===== src/hw/rtl/pid_controller_step_unit_macros.svh =====
// Assertion macros shared by the PID step unit RTL
`ifndef PID_CONTROLLER_STEP_UNIT_MACROS_SVH
`define PID_CONTROLLER_STEP_UNIT_MACROS_SVH

// Same-cycle implication, sampled on clk, off while arst_n is low
`define PCS_ASSERT_SAME(label, ante, cons) \
	label: assert property (@(posedge clk) disable iff (!arst_n) (ante) |-> (cons)) \
		else $error("pcs: same-cycle check failed");

// Next-cycle implication, sampled on clk, off while arst_n is low
`define PCS_ASSERT_NEXT(label, ante, cons) \
	label: assert property (@(posedge clk) disable iff (!arst_n) (ante) |=> (cons)) \
		else $error("pcs: next-cycle check failed");

`endif


===== src/hw/rtl/pcs_pkg.sv =====
// Shared types, codes and constants of the PID step unit
`default_nettype none

package pcs_pkg;

	localparam int REG_W      = 32;   // width of every gain register
	localparam int CFG_IDX_W  = 2;
	localparam int NUM_W      = 64;   // dividend width of the integral divide
	localparam int MUL_STEPS  = REG_W;
	localparam int DIV_STEPS  = NUM_W;
	localparam int CNT_W      = $clog2(DIV_STEPS);

	localparam logic [NUM_W-1:0] TERM_LIMIT = 64'h2000_0000_0000_0000;

	localparam logic [CFG_IDX_W-1:0] CFG_PROP_GAIN  = 2'd0;
	localparam logic [CFG_IDX_W-1:0] CFG_INT_DIV    = 2'd1;
	localparam logic [CFG_IDX_W-1:0] CFG_DERIV_GAIN = 2'd2;

	typedef struct packed {
		logic signed [REG_W-1:0] prop_gain;
		logic signed [REG_W-1:0] int_div;
		logic signed [REG_W-1:0] deriv_gain;
	} cfg_t;

	typedef enum logic {
		ALU_ADD = 1'b0,
		ALU_SUB = 1'b1
	} alu_op_t;

	typedef enum logic [13:0] {
		S_IDLE  = 14'h0001,
		S_ERR   = 14'h0002,
		S_SUM   = 14'h0004,
		S_DIFF  = 14'h0008,
		S_PLOAD = 14'h0010,
		S_PMUL  = 14'h0020,
		S_PACC  = 14'h0040,
		S_DLOAD = 14'h0080,
		S_DMUL  = 14'h0100,
		S_DACC  = 14'h0200,
		S_ILOAD = 14'h0400,
		S_IDIV  = 14'h0800,
		S_IACC  = 14'h1000,
		S_DONE  = 14'h2000
	} state_t;

	// term magnitudes are capped at 2^61
	function automatic logic [NUM_W-1:0] term_clamp(input logic [NUM_W-1:0] x);
		return (x > TERM_LIMIT) ? TERM_LIMIT : x;
	endfunction

endpackage

`default_nettype wire


===== src/hw/rtl/pcs_alu.sv =====
// Shared add/subtract unit of the PID step unit
`default_nettype none

module pcs_alu #(
	parameter int W = 66
) (
	input  logic [W-1:0]     a,
	input  logic [W-1:0]     b,
	input  pcs_pkg::alu_op_t op,
	output logic [W-1:0]     y
);

	logic          sub;
	logic [W-1:0]  b_eff;

	assign sub   = (op == pcs_pkg::ALU_SUB);
	assign b_eff = sub ? ~b : b;
	assign y     = a + b_eff + W'(sub);

endmodule

`default_nettype wire


===== src/hw/rtl/pcs_sat.sv =====
// Signed saturation from a wide value to a narrower signed range
`default_nettype none

module pcs_sat #(
	parameter int IN_W  = 66,
	parameter int OUT_W = 32
) (
	input  logic [IN_W-1:0]  x,
	output logic [OUT_W-1:0] y
);

	logic fits;

	// in range when every bit above the output sign matches it
	assign fits = (x[IN_W-1:OUT_W-1] == {(IN_W-OUT_W+1){x[IN_W-1]}});

	always_comb begin
		if (fits) begin
			y = x[OUT_W-1:0];
		end else if (x[IN_W-1]) begin
			y = {1'b1, {(OUT_W-1){1'b0}}};
		end else begin
			y = {1'b0, {(OUT_W-1){1'b1}}};
		end
	end

endmodule

`default_nettype wire


===== src/hw/rtl/pcs_cfg.sv =====
// Gain and divisor registers of the PID step unit
`default_nettype none

module pcs_cfg (
	input  logic                               clk,
	input  logic                               arst_n,
	input  logic                               cfg_write,
	input  logic [pcs_pkg::CFG_IDX_W-1:0]      cfg_index,
	input  logic [pcs_pkg::REG_W-1:0]          cfg_data,
	output pcs_pkg::cfg_t                      cfg
);

	pcs_pkg::cfg_t regs_q;

	always_ff @(posedge clk or negedge arst_n) begin
		if (!arst_n) begin
			regs_q <= '0;
		end else if (cfg_write) begin
			case (cfg_index)
				pcs_pkg::CFG_PROP_GAIN:  regs_q.prop_gain  <= cfg_data;
				pcs_pkg::CFG_INT_DIV:    regs_q.int_div    <= cfg_data;
				pcs_pkg::CFG_DERIV_GAIN: regs_q.deriv_gain <= cfg_data;
				default: ;
			endcase
		end
	end

	assign cfg = regs_q;

endmodule

`default_nettype wire


===== src/hw/rtl/pid_controller_step_unit.sv =====
// PID step unit: one shared adder run by a one-hot sequencer, Q16.16 by default.
// Each transaction runs the error, sum and difference steps, then the 32-step shift-add
//   multiplies for P and D and the 64-step restoring divide for I on the shared adder;
//   a zero divisor skips the divide. A new transaction is accepted only in idle, once
//   the previous result has moved into the output register.
// Reset: arst_n clears the gains, the error sum, the last error and the sequencer.
`default_nettype none

`include "pid_controller_step_unit_macros.svh"

module pid_controller_step_unit #(
	parameter int DATA_WIDTH = 32,
	parameter int FRAC_BITS  = 16,
	parameter int SUM_WIDTH  = 48
) (
	input  logic                                clk,
	input  logic                                arst_n,
	input  logic                                cfg_write,
	input  logic [pcs_pkg::CFG_IDX_W-1:0]       cfg_index,
	input  logic [pcs_pkg::REG_W-1:0]           cfg_data,
	input  logic                                in_valid,
	output logic                                in_ready,
	input  logic signed [DATA_WIDTH-1:0]        target_value,
	input  logic signed [DATA_WIDTH-1:0]        measured_value,
	output logic                                out_valid,
	input  logic                                out_ready,
	output logic signed [DATA_WIDTH-1:0]        drive_value
);

	localparam int DW    = DATA_WIDTH;
	localparam int SW    = SUM_WIDTH;
	localparam int RW    = pcs_pkg::REG_W;
	localparam int NW    = pcs_pkg::NUM_W;
	localparam int AW    = (SW + 2 > 66) ? SW + 2 : 66;
	localparam int PW    = RW + DW;
	localparam int OW    = (DW > RW) ? DW : RW;
	localparam int CW    = pcs_pkg::CNT_W;

	pcs_pkg::cfg_t   cfg;
	pcs_pkg::state_t state_q;

	logic [CW-1:0]           cnt_q;
	logic signed [DW-1:0]    tgt_q;
	logic signed [DW-1:0]    meas_q;
	logic signed [DW-1:0]    err_q;
	logic signed [SW-1:0]    err_sum_q;
	logic signed [DW-1:0]    last_err_q;
	logic signed [DW:0]      diff_q;
	logic [OW-1:0]           opnd_q;
	logic                    neg_q;
	logic [PW-1:0]           mreg_q;
	logic [RW+NW-1:0]        dreg_q;
	logic signed [AW-1:0]    drive_q;
	logic                    out_valid_q;
	logic [DW-1:0]           out_drive_q;

	logic [AW-1:0]           alu_a;
	logic [AW-1:0]           alu_b;
	logic [AW-1:0]           alu_y;
	pcs_pkg::alu_op_t        alu_op;

	logic [DW-1:0]           err_next;
	logic [SW-1:0]           sum_next;
	logic [DW-1:0]           drive_sat;

	logic [DW-1:0]           err_mag;
	logic [DW:0]             diff_mag;
	logic [SW-1:0]           sum_mag;
	logic [RW-1:0]           kp_mag;
	logic [RW-1:0]           kd_mag;
	logic [RW-1:0]           ki_mag;
	logic [NW-1:0]           sum_wide;
	logic [NW-1:0]           div_num;
	logic                    prod_ovf;
	logic [NW-1:0]           prod_sat;
	logic [NW-1:0]           mul_term;
	logic [NW-1:0]           div_term;
	logic [RW-1:0]           rem;
	logic [NW-1:0]           quo;
	logic [RW-1:0]           partial;
	logic                    ge;
	logic                    out_free;

	pcs_cfg u_cfg (
		.clk       (clk),
		.arst_n    (arst_n),
		.cfg_write (cfg_write),
		.cfg_index (cfg_index),
		.cfg_data  (cfg_data),
		.cfg       (cfg)
	);

	pcs_alu #(.W(AW)) u_alu (
		.a  (alu_a),
		.b  (alu_b),
		.op (alu_op),
		.y  (alu_y)
	);

	pcs_sat #(.IN_W(AW), .OUT_W(DW)) u_err_sat (.x(alu_y), .y(err_next));
	pcs_sat #(.IN_W(AW), .OUT_W(SW)) u_sum_sat (.x(alu_y), .y(sum_next));
	pcs_sat #(.IN_W(AW), .OUT_W(DW)) u_drv_sat (.x(drive_q), .y(drive_sat));

	// operand magnitudes, taken when a multiply or divide is loaded
	always_comb begin
		err_mag  = err_q[DW-1] ? -err_q : err_q;
		diff_mag = diff_q[DW] ? -diff_q : diff_q;
		sum_mag  = err_sum_q[SW-1] ? -err_sum_q : err_sum_q;
		kp_mag   = cfg.prop_gain[RW-1] ? -cfg.prop_gain : cfg.prop_gain;
		kd_mag   = cfg.deriv_gain[RW-1] ? -cfg.deriv_gain : cfg.deriv_gain;
		ki_mag   = cfg.int_div[RW-1] ? -cfg.int_div : cfg.int_div;
	end

	// dividend is |sum| << FRAC_BITS, pinned to all ones when it would not fit
	assign sum_wide = NW'(sum_mag);
	assign div_num  = (sum_wide > ({NW{1'b1}} >> FRAC_BITS)) ? {NW{1'b1}}
		: (sum_wide << FRAC_BITS);

	// product saturates at 64 bits before the fraction shift
	assign prod_ovf = |(mreg_q >> NW);
	assign prod_sat = prod_ovf ? {NW{1'b1}} : NW'(mreg_q);
	assign mul_term = pcs_pkg::term_clamp(prod_sat >> FRAC_BITS);

	assign rem      = dreg_q[RW+NW-1:NW];
	assign quo      = dreg_q[NW-1:0];
	assign div_term = pcs_pkg::term_clamp(quo);
	assign partial  = {rem[RW-2:0], quo[NW-1]};
	assign ge       = !alu_y[AW-1];

	always_comb begin
		alu_a  = '0;
		alu_b  = '0;
		alu_op = pcs_pkg::ALU_ADD;
		case (state_q)
			pcs_pkg::S_ERR: begin
				alu_a  = AW'(tgt_q);
				alu_b  = AW'(meas_q);
				alu_op = pcs_pkg::ALU_SUB;
			end
			pcs_pkg::S_SUM: begin
				alu_a = AW'(err_sum_q);
				alu_b = AW'(err_q);
			end
			pcs_pkg::S_DIFF: begin
				alu_a  = AW'(err_q);
				alu_b  = AW'(last_err_q);
				alu_op = pcs_pkg::ALU_SUB;
			end
			pcs_pkg::S_PMUL, pcs_pkg::S_DMUL: begin
				alu_a = AW'(mreg_q[PW-1:RW]);
				alu_b = mreg_q[0] ? AW'(opnd_q[DW-1:0]) : '0;
			end
			pcs_pkg::S_IDIV: begin
				alu_a  = AW'(partial);
				alu_b  = AW'(opnd_q[RW-1:0]);
				alu_op = pcs_pkg::ALU_SUB;
			end
			pcs_pkg::S_PACC, pcs_pkg::S_DACC: begin
				alu_a  = drive_q;
				alu_b  = AW'(mul_term);
				alu_op = neg_q ? pcs_pkg::ALU_SUB : pcs_pkg::ALU_ADD;
			end
			pcs_pkg::S_IACC: begin
				alu_a  = drive_q;
				alu_b  = AW'(div_term);
				alu_op = neg_q ? pcs_pkg::ALU_SUB : pcs_pkg::ALU_ADD;
			end
			default: ;
		endcase
	end

	assign out_free = !out_valid_q || out_ready;

	// sequencer and architectural state
	always_ff @(posedge clk or negedge arst_n) begin
		if (!arst_n) begin
			state_q     <= pcs_pkg::S_IDLE;
			cnt_q       <= '0;
			out_valid_q <= 1'b0;
			err_sum_q   <= '0;
			last_err_q  <= '0;
		end else begin
			// a finished result refills the output register, else a taken one empties it
			if (state_q == pcs_pkg::S_DONE && out_free) begin
				out_valid_q <= 1'b1;
			end else if (out_ready) begin
				out_valid_q <= 1'b0;
			end
			case (state_q)
				pcs_pkg::S_IDLE: begin
					if (in_valid) begin
						state_q <= pcs_pkg::S_ERR;
					end
				end
				pcs_pkg::S_ERR:  state_q <= pcs_pkg::S_SUM;
				pcs_pkg::S_SUM: begin
					err_sum_q <= sum_next;
					state_q   <= pcs_pkg::S_DIFF;
				end
				pcs_pkg::S_DIFF: begin
					last_err_q <= err_q;
					state_q    <= pcs_pkg::S_PLOAD;
				end
				pcs_pkg::S_PLOAD: begin
					cnt_q   <= CW'(pcs_pkg::MUL_STEPS - 1);
					state_q <= pcs_pkg::S_PMUL;
				end
				pcs_pkg::S_PMUL: begin
					cnt_q <= cnt_q - 1'b1;
					if (cnt_q == '0) begin
						state_q <= pcs_pkg::S_PACC;
					end
				end
				pcs_pkg::S_PACC: state_q <= pcs_pkg::S_DLOAD;
				pcs_pkg::S_DLOAD: begin
					cnt_q   <= CW'(pcs_pkg::MUL_STEPS - 1);
					state_q <= pcs_pkg::S_DMUL;
				end
				pcs_pkg::S_DMUL: begin
					cnt_q <= cnt_q - 1'b1;
					if (cnt_q == '0) begin
						state_q <= pcs_pkg::S_DACC;
					end
				end
				pcs_pkg::S_DACC: state_q <= pcs_pkg::S_ILOAD;
				pcs_pkg::S_ILOAD: begin
					// zero divisor drops the integral term
					if (cfg.int_div == '0) begin
						state_q <= pcs_pkg::S_DONE;
					end else begin
						cnt_q   <= CW'(pcs_pkg::DIV_STEPS - 1);
						state_q <= pcs_pkg::S_IDIV;
					end
				end
				pcs_pkg::S_IDIV: begin
					cnt_q <= cnt_q - 1'b1;
					if (cnt_q == '0) begin
						state_q <= pcs_pkg::S_IACC;
					end
				end
				pcs_pkg::S_IACC: state_q <= pcs_pkg::S_DONE;
				pcs_pkg::S_DONE: begin
					if (out_free) begin
						state_q <= pcs_pkg::S_IDLE;
					end
				end
				default: state_q <= pcs_pkg::S_IDLE;
			endcase
		end
	end

	// datapath registers
	always_ff @(posedge clk) begin
		case (state_q)
			pcs_pkg::S_IDLE: begin
				tgt_q  <= target_value;
				meas_q <= measured_value;
			end
			pcs_pkg::S_ERR: begin
				err_q   <= err_next;
				drive_q <= '0;
			end
			pcs_pkg::S_DIFF: diff_q <= alu_y[DW:0];
			pcs_pkg::S_PLOAD: begin
				opnd_q <= OW'(err_mag);
				mreg_q <= {{DW{1'b0}}, kp_mag};
				neg_q  <= cfg.prop_gain[RW-1] ^ err_q[DW-1];
			end
			pcs_pkg::S_DLOAD: begin
				opnd_q <= OW'(diff_mag[DW-1:0]);
				mreg_q <= {{DW{1'b0}}, kd_mag};
				neg_q  <= cfg.deriv_gain[RW-1] ^ diff_q[DW];
			end
			pcs_pkg::S_PMUL, pcs_pkg::S_DMUL: begin
				mreg_q <= {alu_y[DW:0], mreg_q[RW-1:1]};
			end
			pcs_pkg::S_PACC, pcs_pkg::S_DACC, pcs_pkg::S_IACC: begin
				drive_q <= alu_y;
			end
			pcs_pkg::S_ILOAD: begin
				opnd_q <= OW'(ki_mag);
				dreg_q <= {{RW{1'b0}}, div_num};
				neg_q  <= err_sum_q[SW-1] ^ cfg.int_div[RW-1];
			end
			pcs_pkg::S_IDIV: begin
				dreg_q <= {(ge ? alu_y[RW-1:0] : partial), quo[NW-2:0], ge};
			end
			pcs_pkg::S_DONE: begin
				if (out_free) begin
					out_drive_q <= drive_sat;
				end
			end
			default: ;
		endcase
	end

	assign in_ready    = (state_q == pcs_pkg::S_IDLE);
	assign out_valid   = out_valid_q;
	assign drive_value = out_drive_q;

	`PCS_ASSERT_NEXT(a_start_on_accept, in_valid && in_ready, state_q == pcs_pkg::S_ERR)
	`PCS_ASSERT_SAME(a_rem_below_dvsr, state_q == pcs_pkg::S_IDIV, rem < opnd_q[RW-1:0])
	`PCS_ASSERT_NEXT(a_result_held, out_valid && !out_ready, out_valid && $stable(drive_value))
	`PCS_ASSERT_SAME(a_last_err_stored, state_q == pcs_pkg::S_DONE, last_err_q == err_q)

endmodule

`default_nettype wire


===== config.mk =====
export PLATFORM = sky130hd
export DESIGN_NAME = pid_controller_step_unit
export DESIGN_NICKNAME = d
export VERILOG_FILES = /design/src/hw/rtl/pcs_pkg.sv /design/src/hw/rtl/pcs_alu.sv /design/src/hw/rtl/pcs_sat.sv /design/src/hw/rtl/pcs_cfg.sv /design/src/hw/rtl/pid_controller_step_unit.sv
export VERILOG_INCLUDE_DIRS = /design/src /design/src/hw/rtl
export SDC_FILE = /design/constraint.sdc
export NUM_CORES = 2
export LEC_CHECK = 0
export BUFFER_PORTS_ARGS = -buffer_cell sky130_fd_sc_hd__buf_2
export CELL_PAD_IN_SITES_DETAIL_PLACEMENT = 1
export CELL_PAD_IN_SITES_GLOBAL_PLACEMENT = 2
export CORE_MARGIN = 4
export CORE_UTILIZATION = 41
export DETAILED_ROUTE_END_ITERATION = 8
export GPL_ROUTABILITY_DRIVEN = 1
export GPL_TIMING_DRIVEN = 0
export HOLD_SLACK_MARGIN = 0.08
export PLACE_DENSITY_LB_ADDON = 0.1
export SKIP_CTS_REPAIR_TIMING = 1
export SLEW_MARGIN = 25
export SYNTH_ARGS = -nofsm -noshare
export SYNTH_HDL_FRONTEND = slang
export SYNTH_SLANG_ARGS = --single-unit

===== constraint.sdc =====
create_clock -name clk -period 8.68 [get_ports clk]
set_input_delay 0.868 -clock clk [delete_from_list [all_inputs] [get_ports clk]]
set_output_delay 0.868 -clock clk [all_outputs]
set_load 0.05 [all_outputs]

; ---- Word-level counts from Yosys, hierarchy flattened
; Cells that the tools add are included.
[word_totals]
ram_bits = 0
latchBits = 0
input_bits = 103
romBits = 0
memories = 0
wordCells = 122
register_bits = 616
output_inout_bits = 34
[classes]
n_reduce_logical = 25
eq_ne = 25
div_mod_pow = 0
n_bitwise = 4
order_cmp = 3
add_sub_neg = 9
mul = 0
n_mux = 38
shift = 0
[ops]
columns = operator, count
row1 = $pmux 66 s7, 1
row2 = $pmux 66 s6, 1
row3 = $mux 32, 10
row4 = $pmux 14 s14, 1
row5 = $pmux 64 s3, 1
row6 = $pmux 95 s2, 1
row7 = $neg 32->32, 5
row8 = $mux 48, 3
row9 = $pmux 66 s2, 1
row10 = $mux 64, 2
row11 = $pmux 32 s3, 1
row12 = $mux 14, 6
row13 = $eq 34x34->1, 2
row14 = $add 66x1->66, 1
row15 = $add 66x66->66, 1
row16 = $mux 66, 1
row17 = $not 66->66, 1
row18 = $gt 64x62->1 const B, 1
row19 = $gt 48x62->1 const B, 1
row20 = $mux 62, 1
row21 = $gt 48x48->1 const B, 1
row22 = $neg 48->48, 1
row23 = $logic_not 32->1, 1
row24 = $mux 31, 1
row25 = 36 further kinds, 58

; ---- Depth between registers and ports, before layout
[logic_depth]
word_depth = 9
depth_mapped = 30

; ---- By module
; A second synthesis with hierarchy kept.
[hier_totals]
hier_cells = 3491
area_unflattened_um2 = 37602.3
[modules_own_cells]
columns = module, area_each_um2, n_inst, cells_each
row1 = pid_controller_step_unit, 26945.8, 1, 2290
row2 = pcs_alu, 4638.2, 1, 664
row3 = pcs_cfg, 3626.0, 1, 204
row4 = pcs_sat at u_drv_sat ..., 768.2, 2, 105
row5 = pcs_sat at u_sum_sat, 855.8, 1, 123

; ---- Worst setup path after synthesis
; No wires, ideal clock.
[synth_timing]
path_type = register to register
startpoint = reg state_q[7]
endpoint = reg err_q[15] (data pin)
arrival_time_ns = 7.035
path_stages_with_launch = 24
t_required_ns = 8.410
slack_ns = 1.374
setup_time_ns = 0.270
cell_sequence = dfrtp_1 clkbuf_1 or3_1 clkbuf_1 nor4_1 clkbuf_1 clkbuf_1 clkbuf_1 a222oi_1 nand3_1 ha_1 clkbuf_1 nand4_1 or2_2 or4_1 nor4_2 o31ai_1 o21bai_1 xnor2_1 or4b_1 mux2_2 o41ai_4 buf_2 o31ai_1
[synth_via]
elab_chain_len = 9
elab_cells_between_ends = 23
classes_between = add/sub (2) / eq/ne (10) / mux (6) / bitwise (1) / reduce/logical (4)
[synth_rtl]
columns = element, line_no
row1 = start: declaration, pid_controller_step_unit.sv:40  ; pcs_pkg::state_t state_q;
row2 = start signal: assignment, pid_controller_step_unit.sv:177  ; state_q <= pcs_pkg::S_IDLE;
row3 = start signal: assignment, pid_controller_step_unit.sv:192  ; state_q <= pcs_pkg::S_ERR;
row4 = start signal: assignment, pid_controller_step_unit.sv:195  ; pcs_pkg::S_ERR: state_q <= pcs_pkg::S_SUM;
row5 = "$eq 14x7->1, or another cell as far along", pid_controller_step_unit.sv:134  ; case (state_q)
row6 = "$reduce_or 2->1, on equally long branches", -
row7 = $pmux 66 s7, pid_controller_step_unit.sv:134
row8 = $not 66->66, pcs_alu.sv:17  ; assign b_eff = sub ? ~b : b;
row9 = $mux 66, pcs_alu.sv:17
row10 = $add 66x66->66, pcs_alu.sv:18  ; assign y = a + b_eff + W'(sub);
row11 = $add 66x1->66 *, pcs_alu.sv:18
row12 = $eq 34x34->1 / $mux 32 (equally long branches), "pcs_sat.sv:15, pcs_sat.sv:20"
row13 = $mux 32 *, pcs_sat.sv:18  ; if (fits) begin
row14 = named net err_next[15], pid_controller_step_unit.sv:62  ; logic [DW-1:0] err_next;
row15 = end signal: assignment, pid_controller_step_unit.sv:260  ; err_q <= err_next;
row16 = end: declaration, pid_controller_step_unit.sv:45  ; logic signed [DW-1:0] err_q;
; The timed path passes the listed nets; every way through them passes the cells marked *.
; A chain may end at the register's enable or synchronous reset.

; ---- Worst setup path in the final report
[layout_timing]
startpoint = reg state_q[13]
endpoint = reg err_q[10] (data pin)
; Same word-level chain as after synthesis.

==> run_results.csv <==
group,metric,value,unit
power_and_ir_drop,p_total,13.8,mW
layout,final_cell_mix,"nand2_1 (434), edfxtp_1 (419), nor2_1 (274), a21oi_1 (236), o21ai_0 (217)",
grt,grt_most_used_layer,"met2",
clocking,root_buffer,"clkbuf_16",
synthesis,synthCells,3643,
grt,grt_use_met1,51.7,%
clocking,cts_sinks,616,
layout,drive_gt1_share,13.1,%
routing,drt_wl_total,172,mm
setup_path,startpoint,"state_q[13]",
placed_design,port_buffers,136,
clocking,clk_latency,680,ps
routing,drc,5,
die,dieArea,92800,µm²
routing,drtPass1Iterations,9,
synthesis,muxShareOfSynthArea,3.35,%
timing,maxSlewViolCount,0,
grt,grt_pass1_vias,33102,
grt,grt_overflow,0,
synthesis,synth_area,36100,µm²
clocking,htreeDepth,3,
setup_path,worstPathRequired,9100,ps
synthesis,synthSimpleGateAreaFrac,16.2,%
timing,max_freq,117,MHz
power_and_ir_drop,leakage,15.2,nW
placed_design,post-place-ws,-2280,ps
routing,wl_per_cell,33.7,µm
synthesis,yosys_warnings,0,
die,start_util,41.5,%
die,die_y,305,µm
clocking,cts_buffer_depth,3,
synthesis,synth-async-reset-ratio,32.0,%
synthesis,ys_ff_latch,616,
grt,antenna_found_initial,10,
run,drv_cap,0,
synthesis,syn-num-nets,3818,
grt,grt.met2_usage,52.1,%
timing,slew_headroom,21.4,%
synthesis,synthAdderAreaFrac,2.52,%
placed_design,placed_area,38700,µm²
die,die_w,305,µm
status,failed_checks,"design-rule violations",
setup_path,r2r_end,"err_q[10]",
grt,globalRouteMet3Util,8.46,%
setup_path,critPathKind,"flip-flop to flip-flop",
routing,ant_nets,0,
grt,grt_use_total,36.0,%
timing,min_period,8550,ps
synthesis,yosysSeqAreaShare,48.5,%
setup_path,reg2reg_setup_slack,130,ps
synthesis,synth_xor_xnor_area_share,7.72,%
synthesis,synth_compound_gate_area_share,18.2,%
placed_design,dp_hpwl,136,mm
grt,grt_max_degree,86,
layout,nets,4047,
timing,tightest_slew,1170,ps
layout,syn_to_final_growth,15.5,%
timing,timing.hold.ws,84.1,ps
die,io_pins,137,
placed_design,gp_congestion,1.03,
synthesis,synth_edf_count,419,
timing,hold_violations,0,
timing,setup_ws,133,ps
synthesis,synth_cell_types,84,
hold_path,hold_path.class,"input pin to async pin",
timing,min_period_over_period,98.5,%
layout,final_cell_area,41700,µm²
layout,utilization,47.9,%
routing,vias,33250,
power_and_ir_drop,power_density,331,nW/µm²
clocking,cts-buffers-inserted,75,
die,core-area,87000,µm²
clocking,clkTransAtPathRegs,60,ps
die,rows,108,
clocking,cts_tree,"yes",
setup_path,cp.arrival,8960,ps
setup_path,reg2reg_from,"state_q[13]",
placed_design,dp.cells,4950,
setup_path,cp-end-kind,"flip-flop",
synthesis,synth_top_family_by_area,"compound AO/OA/AOI/OAI gates",
status,status,"finished with violations",
setup_path,endpoint,"err_q[10]",
timing,final-setup-viol-count,0,
routing,avgViaCountPerCell,6.52,
setup_path,r2r_cells,23,
setup_path,critPathMaxFanout,10,
routing,drt_iter0_markers,4681,
timing,clock_skew,35.7,ps
grt,grt_pass1_wl,243,mm
power_and_ir_drop,ir_drop,0.206,mV
layout,layout_commonest_cell,"nand2_1",
setup_path,start_kind,"flip-flop",
synthesis,syn_avg_cell_area,9.90,µm²
timing,fin_tns_setup,0,ps
synthesis,ys.flop_type,"edfxtp_1",
layout,stdcell_count,5097,
[cells by family (layout without fill, tap and decap cells)]
family	after synthesis	count (layout)
and+or+nand+nor	1224	1224
DFF	616	616
xor gates and xnor gates	318	318
buffers and inverters	325	616
adders and majority gates	72	72
muxes	108	108
AOI/OAI and AO/OA	980	980
other	0	8
[worst min-delay path by stage]
stage	depth (start not counted)	to	startpoint
after floorplan	2	last_err_q[12]	last_err_q[12]
after global placement	2	last_err_q[29]	last_err_q[29]
after detailed placement	2	last_err_q[15]	last_err_q[15]
after CTS	1	u_cfg.cfg[59]	arst_n
after global routing	1	u_cfg.cfg[59]	arst_n
final	1	u_cfg.cfg[59]	arst_n
[report_power, final]
| group | internal, mW | total (mW) | leakage (nW) | switching [mW] |
|---|---|---|---|---|
| Clock | 1.96 | 3.37 | 1.24 | 1.41 |
| Sequential | 3.92 | 4.60 | 6.09 | 0.679 |
| Combinational | 1.70 | 5.84 | 7.84 | 4.14 |
| Total | 7.58 | 13.8 | 15.2 | 6.23 |
[worst max-delay path, cell delays in order (launching register included)]
cell	delay, ps
dfrtp_1	440
nor4_2	560
nand3_1	280
nor2_1	190
clkbuf_2	540
clkbuf_1	850
a222oi_1	430
nand3_1	250
ha_1	300
nor2b_1	180
o2111ai_1	310
a211oi_1	150
nor3_2	390
a311o_1	420
a2111oi_1	160
or4_1	550
a22oi_1	320
nand4_1	140
a211oi_1	310
o22a_1	180
clkbuf_4	310
nand2_2	260
buf_2	290
o31ai_1	410
[area by class of cell]
class / instances / area, µm²
fill: 9712 / 45400
tap: 1155 / 1450
clock buffer: 104 / 2060
buffer: 234 / 997
timing repair buffer: 159 / 1130
sequential: 616 / 17500
inverter: 84 / 318
antenna: 8 / 20.0
clock inverter: 35 / 552
multi-input combinational: 2702 / 17600
[Yosys cell counts, types with 93 or more instances]
library cell	number	area share, %
nand2_1	439	4.6
edfxtp_1	419	35
nor2_1	277	2.9
a21oi_1	239	3.3
o21ai_0	218	3.0
clkbuf_1	201	2.1
dfrtp_1	196	14
xnor2_1	163	4.0
xor2_1	155	3.8
nand3_1	103	1.4
mux2_2	96	3.0
o31ai_1	93	1.9
[registers in the layout (all words and copies together), names as in the netlist, 33 cells and up]
name,count
u_cfg.cfg,96
dreg_q,95
drive_q,66
mreg_q,64
err_sum_q,48
diff_q,33
[routing by layer]
layer  share of wire [%]  up-vias
met5               0.048        -
met4                 5.1       10
met3                  10      370
met2                  42     1750
met1                  43    16989
li1                    -    14131
(Power assumes the default switching activity.)
